`src/sv/kh16_pkg.sv`:
```
// Package: types, codes and helpers of the key/hex16 field parser.
`timescale 1ns / 1ps
package kh16_pkg;

  // Largest supported key length (default of the top-level parameter)
  localparam int KEY_MAX_CHARS_DEF = 8;

  // Configuration register indexes
  localparam int CFG_IDX_W = 2;
  localparam logic [CFG_IDX_W-1:0] CFG_IDX_KEY_CHARS  = 2'd0;
  localparam logic [CFG_IDX_W-1:0] CFG_IDX_KEY_LENGTH = 2'd1;
  localparam int CFG_DATA_W = 64;

  // Result status codes
  localparam logic [1:0] ST_OK    = 2'd0;
  localparam logic [1:0] ST_NAME  = 2'd1;
  localparam logic [1:0] ST_VALUE = 2'd2;

  // Characters of interest
  localparam logic [7:0] CH_NUL = 8'h00;
  localparam logic [7:0] CH_NL  = 8'h0A;
  localparam logic [7:0] CH_SP  = 8'h20;
  localparam logic [7:0] CH_EQ  = 8'h3D;

  // Digits in a value
  localparam logic [2:0] HEX_DIGITS = 3'd4;

  // Parser phase
  typedef enum logic [2:0] {
    PH_KEY    = 3'd0,
    PH_DIGITS = 3'd1,
    PH_TERM   = 3'd2,
    PH_SKIP   = 3'd3
  } kh16_phase_t;

  // One result item from the parse core to the output stage
  typedef struct packed {
    logic        valid;
    logic [1:0]  status;
    logic [15:0] value;
  } kh16_result_t;

  // Hex digit decode: {is_digit, nibble}
  function automatic logic [4:0] hex_nibble(input logic [7:0] c);
    logic [4:0] r;
    r = 5'b0;
    if (c >= 8'h30 && c <= 8'h39) begin
      r = {1'b1, 4'(c - 8'h30)};
    end else if (c >= 8'h61 && c <= 8'h66) begin
      r = {1'b1, 4'(c - 8'h57)};
    end else if (c >= 8'h41 && c <= 8'h46) begin
      r = {1'b1, 4'(c - 8'h37)};
    end
    return r;
  endfunction

endpackage

```
`src/sv/kh16_if.sv`:
```
// Valid/ready channel interfaces of the key/hex16 field parser.
`timescale 1ns / 1ps

// Text byte channel
interface kh16_in_if;
  logic       valid;
  logic       ready;
  logic [7:0] ch;
  modport source (output valid, output ch, input ready);
  modport sink   (input valid, input ch, output ready);
endinterface

// Result channel
interface kh16_out_if;
  logic        valid;
  logic        ready;
  logic [1:0]  status;
  logic [15:0] value;
  modport source (output valid, output status, output value, input ready);
  modport sink   (input valid, input status, input value, output ready);
endinterface

// Register write channel
interface kh16_cfg_if;
  logic        valid;
  logic        ready;
  logic [1:0]  index;
  logic [63:0] data;
  modport source (output valid, output index, output data, input ready);
  modport sink   (input valid, input index, input data, output ready);
endinterface

```
`src/sv/kh16_cfg_regs.sv`:
```
// Configuration registers: key characters and clamped key length.
`timescale 1ns / 1ps
module kh16_cfg_regs import kh16_pkg::*; #(
  parameter int KEY_MAX_CHARS = KEY_MAX_CHARS_DEF
) (
  input  logic                       clk,
  input  logic                       rst_n,
  input  logic                       wr_en,
  input  logic [CFG_IDX_W-1:0]       wr_idx,
  input  logic [CFG_DATA_W-1:0]      wr_data,
  output logic [KEY_MAX_CHARS*8-1:0] key_chars,
  output logic [3:0]                 key_len
);

  localparam logic [3:0] LEN_MAX = 4'(KEY_MAX_CHARS);

  logic [KEY_MAX_CHARS*8-1:0] key_chars_r;
  logic [3:0]                 key_len_r;

  // Register writes; bytes past the supported key length are never read
  always_ff @(posedge clk) begin
    if (!rst_n) begin
      key_chars_r <= '0;
      key_len_r   <= '0;
    end else if (wr_en) begin
      unique case (wr_idx)
        CFG_IDX_KEY_CHARS:  key_chars_r <= wr_data[KEY_MAX_CHARS*8-1:0];
        CFG_IDX_KEY_LENGTH: key_len_r   <= wr_data[3:0];
        default: ;
      endcase
    end
  end

  // Lengths above the supported maximum act as the maximum
  assign key_chars = key_chars_r;
  assign key_len   = (key_len_r > LEN_MAX) ? LEN_MAX : key_len_r;

endmodule

```
`src/sv/kh16_parse_core.sv`:
```
// Parse state machine: decides each text byte and issues at most one result.
`timescale 1ns / 1ps
module kh16_parse_core import kh16_pkg::*; #(
  parameter int KEY_MAX_CHARS = KEY_MAX_CHARS_DEF
) (
  input  logic                       clk,
  input  logic                       rst_n,
  input  logic                       step,
  input  logic [7:0]                 ch,
  input  logic [KEY_MAX_CHARS*8-1:0] key_chars,
  input  logic [3:0]                 key_len,
  output kh16_result_t               res
);

  kh16_phase_t phase_r, phase_nxt;
  logic [3:0]  key_pos_r, key_pos_nxt;
  logic [2:0]  digit_cnt_r, digit_cnt_nxt;
  logic [15:0] accum_r, accum_nxt;

  logic [7:0]  want;
  logic [4:0]  hex;
  logic [2:0]  cnt_inc;
  logic        fin;
  logic [1:0]  fin_status;
  logic [15:0] fin_value;
  logic        is_end;

  // Expected key byte and digit decode
  assign want    = 8'(key_chars >> {key_pos_r, 3'b000});
  assign hex     = hex_nibble(ch);
  assign cnt_inc = digit_cnt_r + 3'd1;
  assign is_end  = (ch == CH_NL) || (ch == CH_NUL);

  // Next state
  always_comb begin
    phase_nxt     = phase_r;
    key_pos_nxt   = key_pos_r;
    digit_cnt_nxt = digit_cnt_r;
    accum_nxt     = accum_r;
    fin           = 1'b0;
    fin_status    = ST_NAME;
    fin_value     = '0;
    unique case (phase_r)
      PH_KEY: begin
        if (key_pos_r < key_len) begin
          if (ch == CH_NUL || ch != want) begin
            fin = 1'b1;
          end else begin
            key_pos_nxt = key_pos_r + 4'd1;
          end
        end else if (ch != CH_EQ) begin
          fin = 1'b1;
        end else begin
          phase_nxt     = PH_DIGITS;
          digit_cnt_nxt = '0;
          accum_nxt     = '0;
        end
      end
      PH_DIGITS: begin
        if (is_end || (ch == CH_SP && digit_cnt_r == 3'd0)) begin
          fin        = 1'b1;
          fin_status = ST_VALUE;
        end else if (!hex[4]) begin
          fin = 1'b1;
        end else begin
          accum_nxt     = {accum_r[11:0], hex[3:0]};
          digit_cnt_nxt = cnt_inc;
          if (cnt_inc >= HEX_DIGITS) phase_nxt = PH_TERM;
        end
      end
      PH_TERM: begin
        fin = 1'b1;
        if (is_end || ch == CH_SP) begin
          fin_status = ST_OK;
          fin_value  = accum_r;
        end
      end
      default: begin
        // Skip to the record end
        if (ch == CH_NUL) begin
          phase_nxt     = PH_KEY;
          key_pos_nxt   = '0;
          digit_cnt_nxt = '0;
          accum_nxt     = '0;
        end
      end
    endcase
    // A decided record restarts on a zero byte, else skips to it
    if (fin) begin
      if (ch == CH_NUL) begin
        phase_nxt     = PH_KEY;
        key_pos_nxt   = '0;
        digit_cnt_nxt = '0;
        accum_nxt     = '0;
      end else begin
        phase_nxt = PH_SKIP;
      end
    end
  end

  // Result for this byte
  always_comb begin
    res.valid  = step && fin;
    res.status = fin_status;
    res.value  = fin_value;
  end

  // State registers
  always_ff @(posedge clk) begin
    if (!rst_n) begin
      phase_r     <= PH_KEY;
      key_pos_r   <= '0;
      digit_cnt_r <= '0;
      accum_r     <= '0;
    end else if (step) begin
      phase_r     <= phase_nxt;
      key_pos_r   <= key_pos_nxt;
      digit_cnt_r <= digit_cnt_nxt;
      accum_r     <= accum_nxt;
    end
  end

endmodule

```
`src/sv/kh16_out_stage.sv`:
```
// Result register: holds one result item until the sink takes it.
`timescale 1ns / 1ps
module kh16_out_stage import kh16_pkg::*; (
  input  logic         clk,
  input  logic         rst_n,
  input  kh16_result_t res,
  input  logic         out_ready,
  output logic         out_valid,
  output logic [1:0]   out_status,
  output logic [15:0]  out_value,
  output logic         can_load
);

  logic        valid_r;
  logic [1:0]  status_r;
  logic [15:0] value_r;

  // Room for a new result when empty or being drained this cycle
  assign can_load = !valid_r || out_ready;

  // Valid flag
  always_ff @(posedge clk) begin
    if (!rst_n) begin
      valid_r <= 1'b0;
    end else if (res.valid) begin
      valid_r <= 1'b1;
    end else if (out_ready) begin
      valid_r <= 1'b0;
    end
  end

  // Payload
  always_ff @(posedge clk) begin
    if (res.valid) begin
      status_r <= res.status;
      value_r  <= res.value;
    end
  end

  assign out_valid  = valid_r;
  assign out_status = status_r;
  assign out_value  = value_r;

endmodule

```
`src/sv/key_hex16_field_parser.sv`:
```
// Top level of the key/hex16 field parser.
// Takes one text byte per cycle: each record (ended by a zero byte) must
// read key, '=', four hex digits, then a newline, space or zero byte. One
// result item (status, value) leaves as soon as a record is decided; the
// rest of the record is skipped. Every byte is decided in the cycle it is
// accepted and its result lands in a single output register, so the block
// sustains one byte per cycle and out_ch.valid rises in the next cycle;
// in_ch.ready drops only while a result sits in that register and
// out_ch.ready is low. Registers: index 0 key characters (first in the low
// byte), index 1 key length (values above KEY_MAX_CHARS act as the max).
`timescale 1ns / 1ps
module key_hex16_field_parser import kh16_pkg::*; #(
  parameter int KEY_MAX_CHARS = KEY_MAX_CHARS_DEF
) (
  input  logic       clk,
  input  logic       rst_n,
  kh16_in_if.sink    in_ch,
  kh16_out_if.source out_ch,
  kh16_cfg_if.sink   cfg_ch
);

  logic [KEY_MAX_CHARS*8-1:0] key_chars;
  logic [3:0]                 key_len;
  logic                       can_load;
  logic                       step;
  kh16_result_t               res;

  // Handshakes
  assign cfg_ch.ready = 1'b1;
  assign in_ch.ready  = can_load;
  assign step         = in_ch.valid && can_load;

  kh16_cfg_regs #(.KEY_MAX_CHARS(KEY_MAX_CHARS)) u_cfg (
    .clk       (clk),
    .rst_n     (rst_n),
    .wr_en     (cfg_ch.valid),
    .wr_idx    (cfg_ch.index),
    .wr_data   (cfg_ch.data),
    .key_chars (key_chars),
    .key_len   (key_len)
  );

  kh16_parse_core #(.KEY_MAX_CHARS(KEY_MAX_CHARS)) u_core (
    .clk       (clk),
    .rst_n     (rst_n),
    .step      (step),
    .ch        (in_ch.ch),
    .key_chars (key_chars),
    .key_len   (key_len),
    .res       (res)
  );

  kh16_out_stage u_out (
    .clk        (clk),
    .rst_n      (rst_n),
    .res        (res),
    .out_ready  (out_ch.ready),
    .out_valid  (out_ch.valid),
    .out_status (out_ch.status),
    .out_value  (out_ch.value),
    .can_load   (can_load)
  );

endmodule

```
`src/flat_wrapper.sv`:
```
// flat-port wrapper written by rule: the top's interface ports become plain ports
module key_hex16_field_parser_flat import kh16_pkg::*;
#(
  parameter int KEY_MAX_CHARS = KEY_MAX_CHARS_DEF
)
  (clk, rst_n, in_ch_valid, in_ch_ch, in_ch_ready, out_ch_valid, out_ch_status, out_ch_value, out_ch_ready, cfg_ch_valid, cfg_ch_index, cfg_ch_data, cfg_ch_ready);
  kh16_in_if in_ch_i ();
  kh16_out_if out_ch_i ();
  kh16_cfg_if cfg_ch_i ();
  input  logic clk;
  input  logic rst_n;
  input wire logic [$bits(in_ch_i.valid)-1:0] in_ch_valid;
  input wire logic [$bits(in_ch_i.ch)-1:0] in_ch_ch;
  output wire logic [$bits(in_ch_i.ready)-1:0] in_ch_ready;
  output wire logic [$bits(out_ch_i.valid)-1:0] out_ch_valid;
  output wire logic [$bits(out_ch_i.status)-1:0] out_ch_status;
  output wire logic [$bits(out_ch_i.value)-1:0] out_ch_value;
  input wire logic [$bits(out_ch_i.ready)-1:0] out_ch_ready;
  input wire logic [$bits(cfg_ch_i.valid)-1:0] cfg_ch_valid;
  input wire logic [$bits(cfg_ch_i.index)-1:0] cfg_ch_index;
  input wire logic [$bits(cfg_ch_i.data)-1:0] cfg_ch_data;
  output wire logic [$bits(cfg_ch_i.ready)-1:0] cfg_ch_ready;
  assign in_ch_i.valid = in_ch_valid;
  assign in_ch_i.ch = in_ch_ch;
  assign in_ch_ready = in_ch_i.ready;
  assign out_ch_valid = out_ch_i.valid;
  assign out_ch_status = out_ch_i.status;
  assign out_ch_value = out_ch_i.value;
  assign out_ch_i.ready = out_ch_ready;
  assign cfg_ch_i.valid = cfg_ch_valid;
  assign cfg_ch_i.index = cfg_ch_index;
  assign cfg_ch_i.data = cfg_ch_data;
  assign cfg_ch_ready = cfg_ch_i.ready;
  key_hex16_field_parser #(.KEY_MAX_CHARS(KEY_MAX_CHARS)) u_core (.clk(clk), .rst_n(rst_n), .in_ch(in_ch_i), .out_ch(out_ch_i), .cfg_ch(cfg_ch_i));
endmodule
```
`config.mk`:
```
export PLATFORM = sky130hd
export DESIGN_NAME = key_hex16_field_parser_flat
export DESIGN_NICKNAME = d
export VERILOG_FILES = /design/src/sv/kh16_pkg.sv /design/src/sv/kh16_if.sv /design/src/sv/kh16_cfg_regs.sv /design/src/sv/kh16_parse_core.sv /design/src/sv/kh16_out_stage.sv /design/src/sv/key_hex16_field_parser.sv /design/src/flat_wrapper.sv
export SDC_FILE = /design/constraint.sdc
export NUM_CORES = 1
export LEC_CHECK = 0
export BUFFER_PORTS_ARGS = -buffer_cell sky130_fd_sc_hd__buf_2
export CAP_MARGIN = 10
export CORE_ASPECT_RATIO = 1.4
export CORE_MARGIN = 2
export CORE_UTILIZATION = 23
export CTS_CLUSTER_SIZE = 28
export DETAILED_ROUTE_END_ITERATION = 7
export PLACE_DENSITY = 0.45
export SLEW_MARGIN = 20
export SYNTH_ARGS = -nofsm -noshare
export SYNTH_HDL_FRONTEND = slang
export SYNTH_SLANG_ARGS = --single-unit
```
`constraint.sdc`:
```
create_clock -name clk -period 4.1 [get_ports clk]
set_input_delay 0.205 -clock clk [delete_from_list [all_inputs] [get_ports clk]]
set_output_delay 0.205 -clock clk [all_outputs]
set_load 0.05 [all_outputs]
```
After elaboration in Yosys (flattened, before gate mapping)

Cells that the tools add are included.

Register bits: 113
Bits in latches: 0
Bits in writable memories: 0
ROM bits: 0
Input bits: 79
Word-level logic and storage cells: 106
Memories kept: 0

$add $sub $neg: 5
$mul: 0
Div/mod/pow operators: 0
Magnitude comparators: 9
Equality and inequality tests: 13
Shift-type cells: 1
Multiplexer cells: 46
Bitwise logic cells: 0
Reduce and logical (&&, ||, !) cells: 23

Operators with widths:

| operator                                                                             | number |
|---|---|
| 16-bit 2-to-1 mux                                                                    | 7 |
| 64-bit by 7-bit right shift with 8-bit output                                        | 1 |
| 16-bit one-hot mux with 3 select lines                                               | 1 |
| 3-bit 2-to-1 mux                                                                     | 14 |
| 4-bit 2-to-1 mux                                                                     | 6 |
| 3-bit one-hot mux with 3 select lines                                                | 2 |
| 8-bit by 7-bit greater-or-equal comparator with 1-bit output (second input constant) | 2 |
| 8-bit by 7-bit less-or-equal comparator with 1-bit output (second input constant)    | 2 |
| 5-bit 2-to-1 mux                                                                     | 3 |
| 3-bit inequality test (second input constant)                                        | 5 |
| 8-bit by 4-bit equality test with 1-bit output (second input constant)               | 1 |
| 8-bit by 6-bit equality test with 1-bit output (second input constant)               | 1 |
| 8-bit by 6-bit greater-or-equal comparator with 1-bit output (second input constant) | 1 |
| 8-bit by 6-bit less-or-equal comparator with 1-bit output (second input constant)    | 1 |
| 8-bit logical NOT                                                                    | 1 |
| 1-bit 2-to-1 mux                                                                     | 8 |
| 8-bit by 6-bit inequality test with 1-bit output (second input constant)             | 1 |
| 8-bit inequality test                                                                | 1 |
| 4-bit one-hot mux with 2 select lines                                                | 1 |
| 8-bit AND reduction                                                                  | 1 |
| 4-bit by 3-bit subtractor with 4-bit output (second input constant)                  | 2 |
| 1-bit logical AND                                                                    | 6 |
| 3-bit logical NOT                                                                    | 2 |
| 2-bit AND reduction                                                                  | 3 |
| other kinds (19)                                                                     | 24 |

Longest topological paths before layout

Word-level depth: 10
Gate-level depth with buffers: 12

By module

Synthesis repeated with hierarchy kept, for this count alone.

Cell total of the unflattened synthesis: 596
Area, all modules: 5793.1 um^2

By module, submodules not included:

| module                 | times used | cells each | area each (um^2) | seq. area each (um^2) |
|---|---|---|---|---|
| kh16_cfg_regs          | 1          | 296        | 2785.2           | 1361.3 |
| kh16_parse_core        | 1          | 275        | 2401.1           | 500.5 |
| kh16_out_stage         | 1          | 22         | 589.3            | 560.5 |
| key_hex16_field_parser | 1          | 3          | 17.5             | 0.0 |

Worst setup path before layout

Ideal clock, no wire load.

Path kind: register to register
From: register u_core.u_core.key_pos_r[1]
To: register u_core.u_out.status_r[0] (netlist: u_core.u_out.out_status[0]), enable pin
Data arrival time: 2.815 ns
Required time: 3.701 ns
Slack: 0.887 ns
Cell stages (with the launch flop): 9
Cells stage by stage: dfxtp_1 -> buf_6 -> mux4_2 -> a22oi_1 -> mux2_1 -> nand3_1 -> nor4_2 -> buf_4 -> a21oi_1

RTL lines:

| element                | line                   | source |
|---|---|---|
| from (decl)            | kh16_parse_core.sv:16  | `logic [3:0] key_pos_r, key_pos_nxt;` |
| from (signal assigned) | kh16_parse_core.sv:117 | `key_pos_r <= key_pos_nxt;` |
| to (signal assigned)   | kh16_out_stage.sv:35   | `status_r <= res.status;` |
| to (decl)              | kh16_out_stage.sv:15   | `logic [1:0] status_r;` |

Final worst setup path

From: register u_core.u_core.key_pos_r[1]
To: register u_core.u_core.key_pos_r[0]

Word-level cells in the longest chain between the ends: 8
Elaborated cells between the ends (all ways): 12

RTL lines:

| element                                       | line                  | source |
|---|---|---|
| 64-bit by 7-bit right shift with 8-bit output | kh16_parse_core.sv:29 | `assign want = 8'(key_chars >> {key_pos_r, 3'b000});` |
| 8-bit inequality test                         | kh16_parse_core.sv:46 | `if (ch == CH_NUL \|\| ch != want) begin` |
| 1-bit logical OR                              | kh16_parse_core.sv:46 |  |
| 4-bit 2-to-1 mux                              | kh16_parse_core.sv:46 |  |
| 4-bit 2-to-1 mux                              | kh16_parse_core.sv:45 | `if (key_pos_r < key_len) begin` |
| 4-bit one-hot mux with 2 select lines         | kh16_parse_core.sv:43 | `unique case (phase_r)` |
| 4-bit 2-to-1 mux                              | kh16_parse_core.sv:90 | `if (ch == CH_NUL) begin` |
| 4-bit 2-to-1 mux (*)                          | kh16_parse_core.sv:89 | `if (fin) begin` |

Mark *: on every way between the ends. The rest lies on a longest branch, timed or not.
A chain may end at the register's enable or synchronous reset.

==> run metrics <==
Post-synth EDFFs 18; Synth Register Bits approximately 110; VDD IR max 0.235 mV; via count 4200; first-pass GRT wire length 22.7 mm; PD cells 453 nW/um2; syn_area_per_cell just over 9 um2; Post-Route WL about 15 mm; CP Cell Sequence buf_4 > mux4_2 > a22oi_2 > xor2_1 > o2111ai_1 > nor4_2 > buf_4 > nor2_1 > o21ai_0 > a21oi_1; cell taking the most area after synthesis dfxtp_1; clock latency on the worst-skew pair about 0.36 ns; Worst-Margin Slew a little over 1 ns; drt wl/cell 15.0 um; Worst Path Required 4.34 ns; Buffers on Ports 98; top_reg_cell synth dfxtp_1; Final Max Slew Viols 0; Seq/Total Area, Yosys between 40% and 50%; commonest cells in the synthesized netlist nand2_1 (149), dfxtp_1 (94), a21boi_0 (50), clkbuf_1 (29), nor2_1 (24); Clock Sinks 112; final-report hold violation count 0; Worst path top cell family by delay compound AO/OA/AOI/OAI gates; Startpoint Class register; dpl cells 957; H-tree depth 3; pin count of the biggest net entering global routing 73; DIE AREA 24600 um2; post-synthesis async set-or-reset flop share 0%; top cells by area, synth dfxtp_1 (35%), nand2_1 (10%), edfxtp_1 (10%); Crit. End Element register; crit path time final 2.75 ns; Syn Inst Count 581; worst rel slew slack 32.4%; final std cells w/o fill 973; Crit Path Category reg2reg; Initial Utilization 23.3%; leak pwr 2.44 nW; CTS clock-pin slew for the worst setup and hold paths 0.08 ns; GRT overflow 0; reg2reg end u_core.u_core.key_pos_r[0]; f_max around 360 MHz; RSZ-0062 raised after global routing false; final net count about 760; layout cell share with drive strength beyond 1 around 23%; DRC Markers 0; clock buffer depth 2; min-delay src cfg_ch_data[50]; most common cell in the netlist nand2_1; hold buffers post-CTS 0; syn nets 674; Crit Path Max Fanout 15; r2r setup slk between 1 and 1.5 ns; DRT iter0 DRCs 185; Die Width about 130 um; CP most frequent cell buf_4; Final GP Congestion 0.770; Initial DRT Pass Iterations 4; Die H 185 um; Core ar. 23100 um2; Synth top area share 35.0%; global-route usage over all layers 12.1%; Max Cap Violations 0; clk_skew roughly 0.012 ns; reg-to-reg startpoint u_core.u_core.key_pos_r[1]; Worst Hold End u_core.u_cfg.key_chars[50]; YS warnings 0; Reg area 2420 um2; multi-input logic area 2750 um2; synthesis-to-layout area growth 20.4%; setup bufs post-CTS 0; worst hold path cell count 3; CTS Buf Count 9; crit path max-delay cell type mux4_2; CP peak stage delay 0.55 ns; post_cts resized 0; number of global-route vias before repair 4163; fill count 2518; worst path buffer plus inverter count 2; Placement Rows between 60 and 70; Detailed Place HPWL 10.9 mm; CTS Root Cell clkbuf_16; antenna cell count 0; # setup viols final 0; Sum Neg Setup Slack 0 ns; Hold Crit Class in2reg; Arr. time, crit path 2.99 ns; via/cell ratio 4.32; num ports 100; DRT antenna net count 0; Worst Reg2Reg Path Length in Cells 10; fin crit share 67.1%; TritonCTS clock tree yes; antenna violations before repair 0; outcome finished, final reports clean; synthesized area 5380 um2; Netlist cell types 58
## cell usage in the layout (no fill, tap or decap), types with 17 or more instances in the layout
master	instances
a21oi_1	22
nand2_1	149
and2_1	17
buf_2	98
edfxtp_1	18
nor2b_1	19
dfxtp_1	94
a22oi_1	22
a21boi_0	50
nor2_1	24
## worst reg2reg max path, delay by kind of cell (launching register included)
family / cells / cell delay (ns)
AO/OA/AOI/OAI: 4 / 0.61
AND/OR/NAND/NOR: 2 / 0.48
XOR/XNOR: 1 / 0.16
flip-flops: 1 / 0.34
buffers and inverters: 2 / 0.49
multiplexers: 1 / 0.56
## worst max-delay path by stage
stage,from,endpoint,cells after the start
after detailed placement,in_ch_ch[1],u_core.u_core.digit_cnt_r[2],11
final,u_core.u_core.key_pos_r[1],u_core.u_core.key_pos_r[0],10
after floorplan,u_core.u_core.key_pos_r[1],u_core.u_out.out_status[0],8
after CTS,u_core.u_core.key_pos_r[1],u_core.u_core.key_pos_r[0],10
after global placement,in_ch_ch[1],u_core.u_out.out_value[0],10
after global routing,u_core.u_core.key_pos_r[1],u_core.u_core.key_pos_r[0],10
## sequential cells by signal, indices dropped and copies added, names as in the netlist
signal                     flops
u_core.u_out.out_value        16
u_core.u_core.key_pos_r        4
u_core.u_cfg.key_len_r         4
u_core.u_core.digit_cnt_r      3
u_core.u_core.phase_r          2
u_core.u_core.accum_r         16
u_core.u_out.out_valid         1
u_core.u_out.out_status        2
u_core.u_cfg.key_chars        64
## report_power, final
| part | switching (W) | total, W | leakage, nW | internal (W) |
|---|---|---|---|---|
| combinational | 0.000539 | 0.000777 | 1.35 | 0.000238 |
| clock | 0.000412 | 0.000900 | 0.156 | 0.000488 |
| sequential | 0.0000365 | 0.00125 | 0.939 | 0.00122 |
## metal layers
| layer | vias to the layer above | wire length, um | global-route usage, % |
|---|---|---|---|
| li1 | 2170 | - | - |
| met1 | 1927 | 6440 | 14.4 |
| met2 | 90 | 7370 | 21.8 |
| met3 | 13 | 482 | 1.70 |
| met4 | 0 | 313 | 4.85 |
| met5 | - | 0 | 0 |
## logic make-up (layout without fill, tap and decap cells)
kind of cell,count (synthesis),after routing,share of synthesized area (%)
buffers and inverters,50,136,4.07
and+or+nand+nor,239,239,20.1
xor gates and xnor gates,10,10,1.63
AOI/OAI and AO/OA,128,128,17.1
other,1,1,0.0697
muxes,27,27,8.77
adders and majority gates,14,14,3.26
DFF,112,112,45.1
## stage by stage
step	total power, W	cell area, um2	setup WS, ns	hold slack (ns)	utilization [%]
after detailed placement	0.00207	6170	1.09	0.445	26.7
final	0.00293	6470	1.35	0.0847	28.0
after floorplan	0.00184	5380	0.887	0.341	-
after global routing	0.00308	6470	1.05	0.0921	28.0
after CTS	0.00299	6470	1.32	0.0711	28.0
after global placement	0.00207	6170	1.15	0.444	26.7
## cell type report
cell class | count | share of cell area, %
clock buffers | 12 | 4.29
inverters | 12 | 0.696
well taps | 306 | 5.91
clock inverters | 4 | 0.483
multi-input cells | 419 | 42.5
repair buffers | 108 | 8.73
flip-flops and latches | 112 | 37.4
Note: power is estimated with default switching activity, not from simulation.
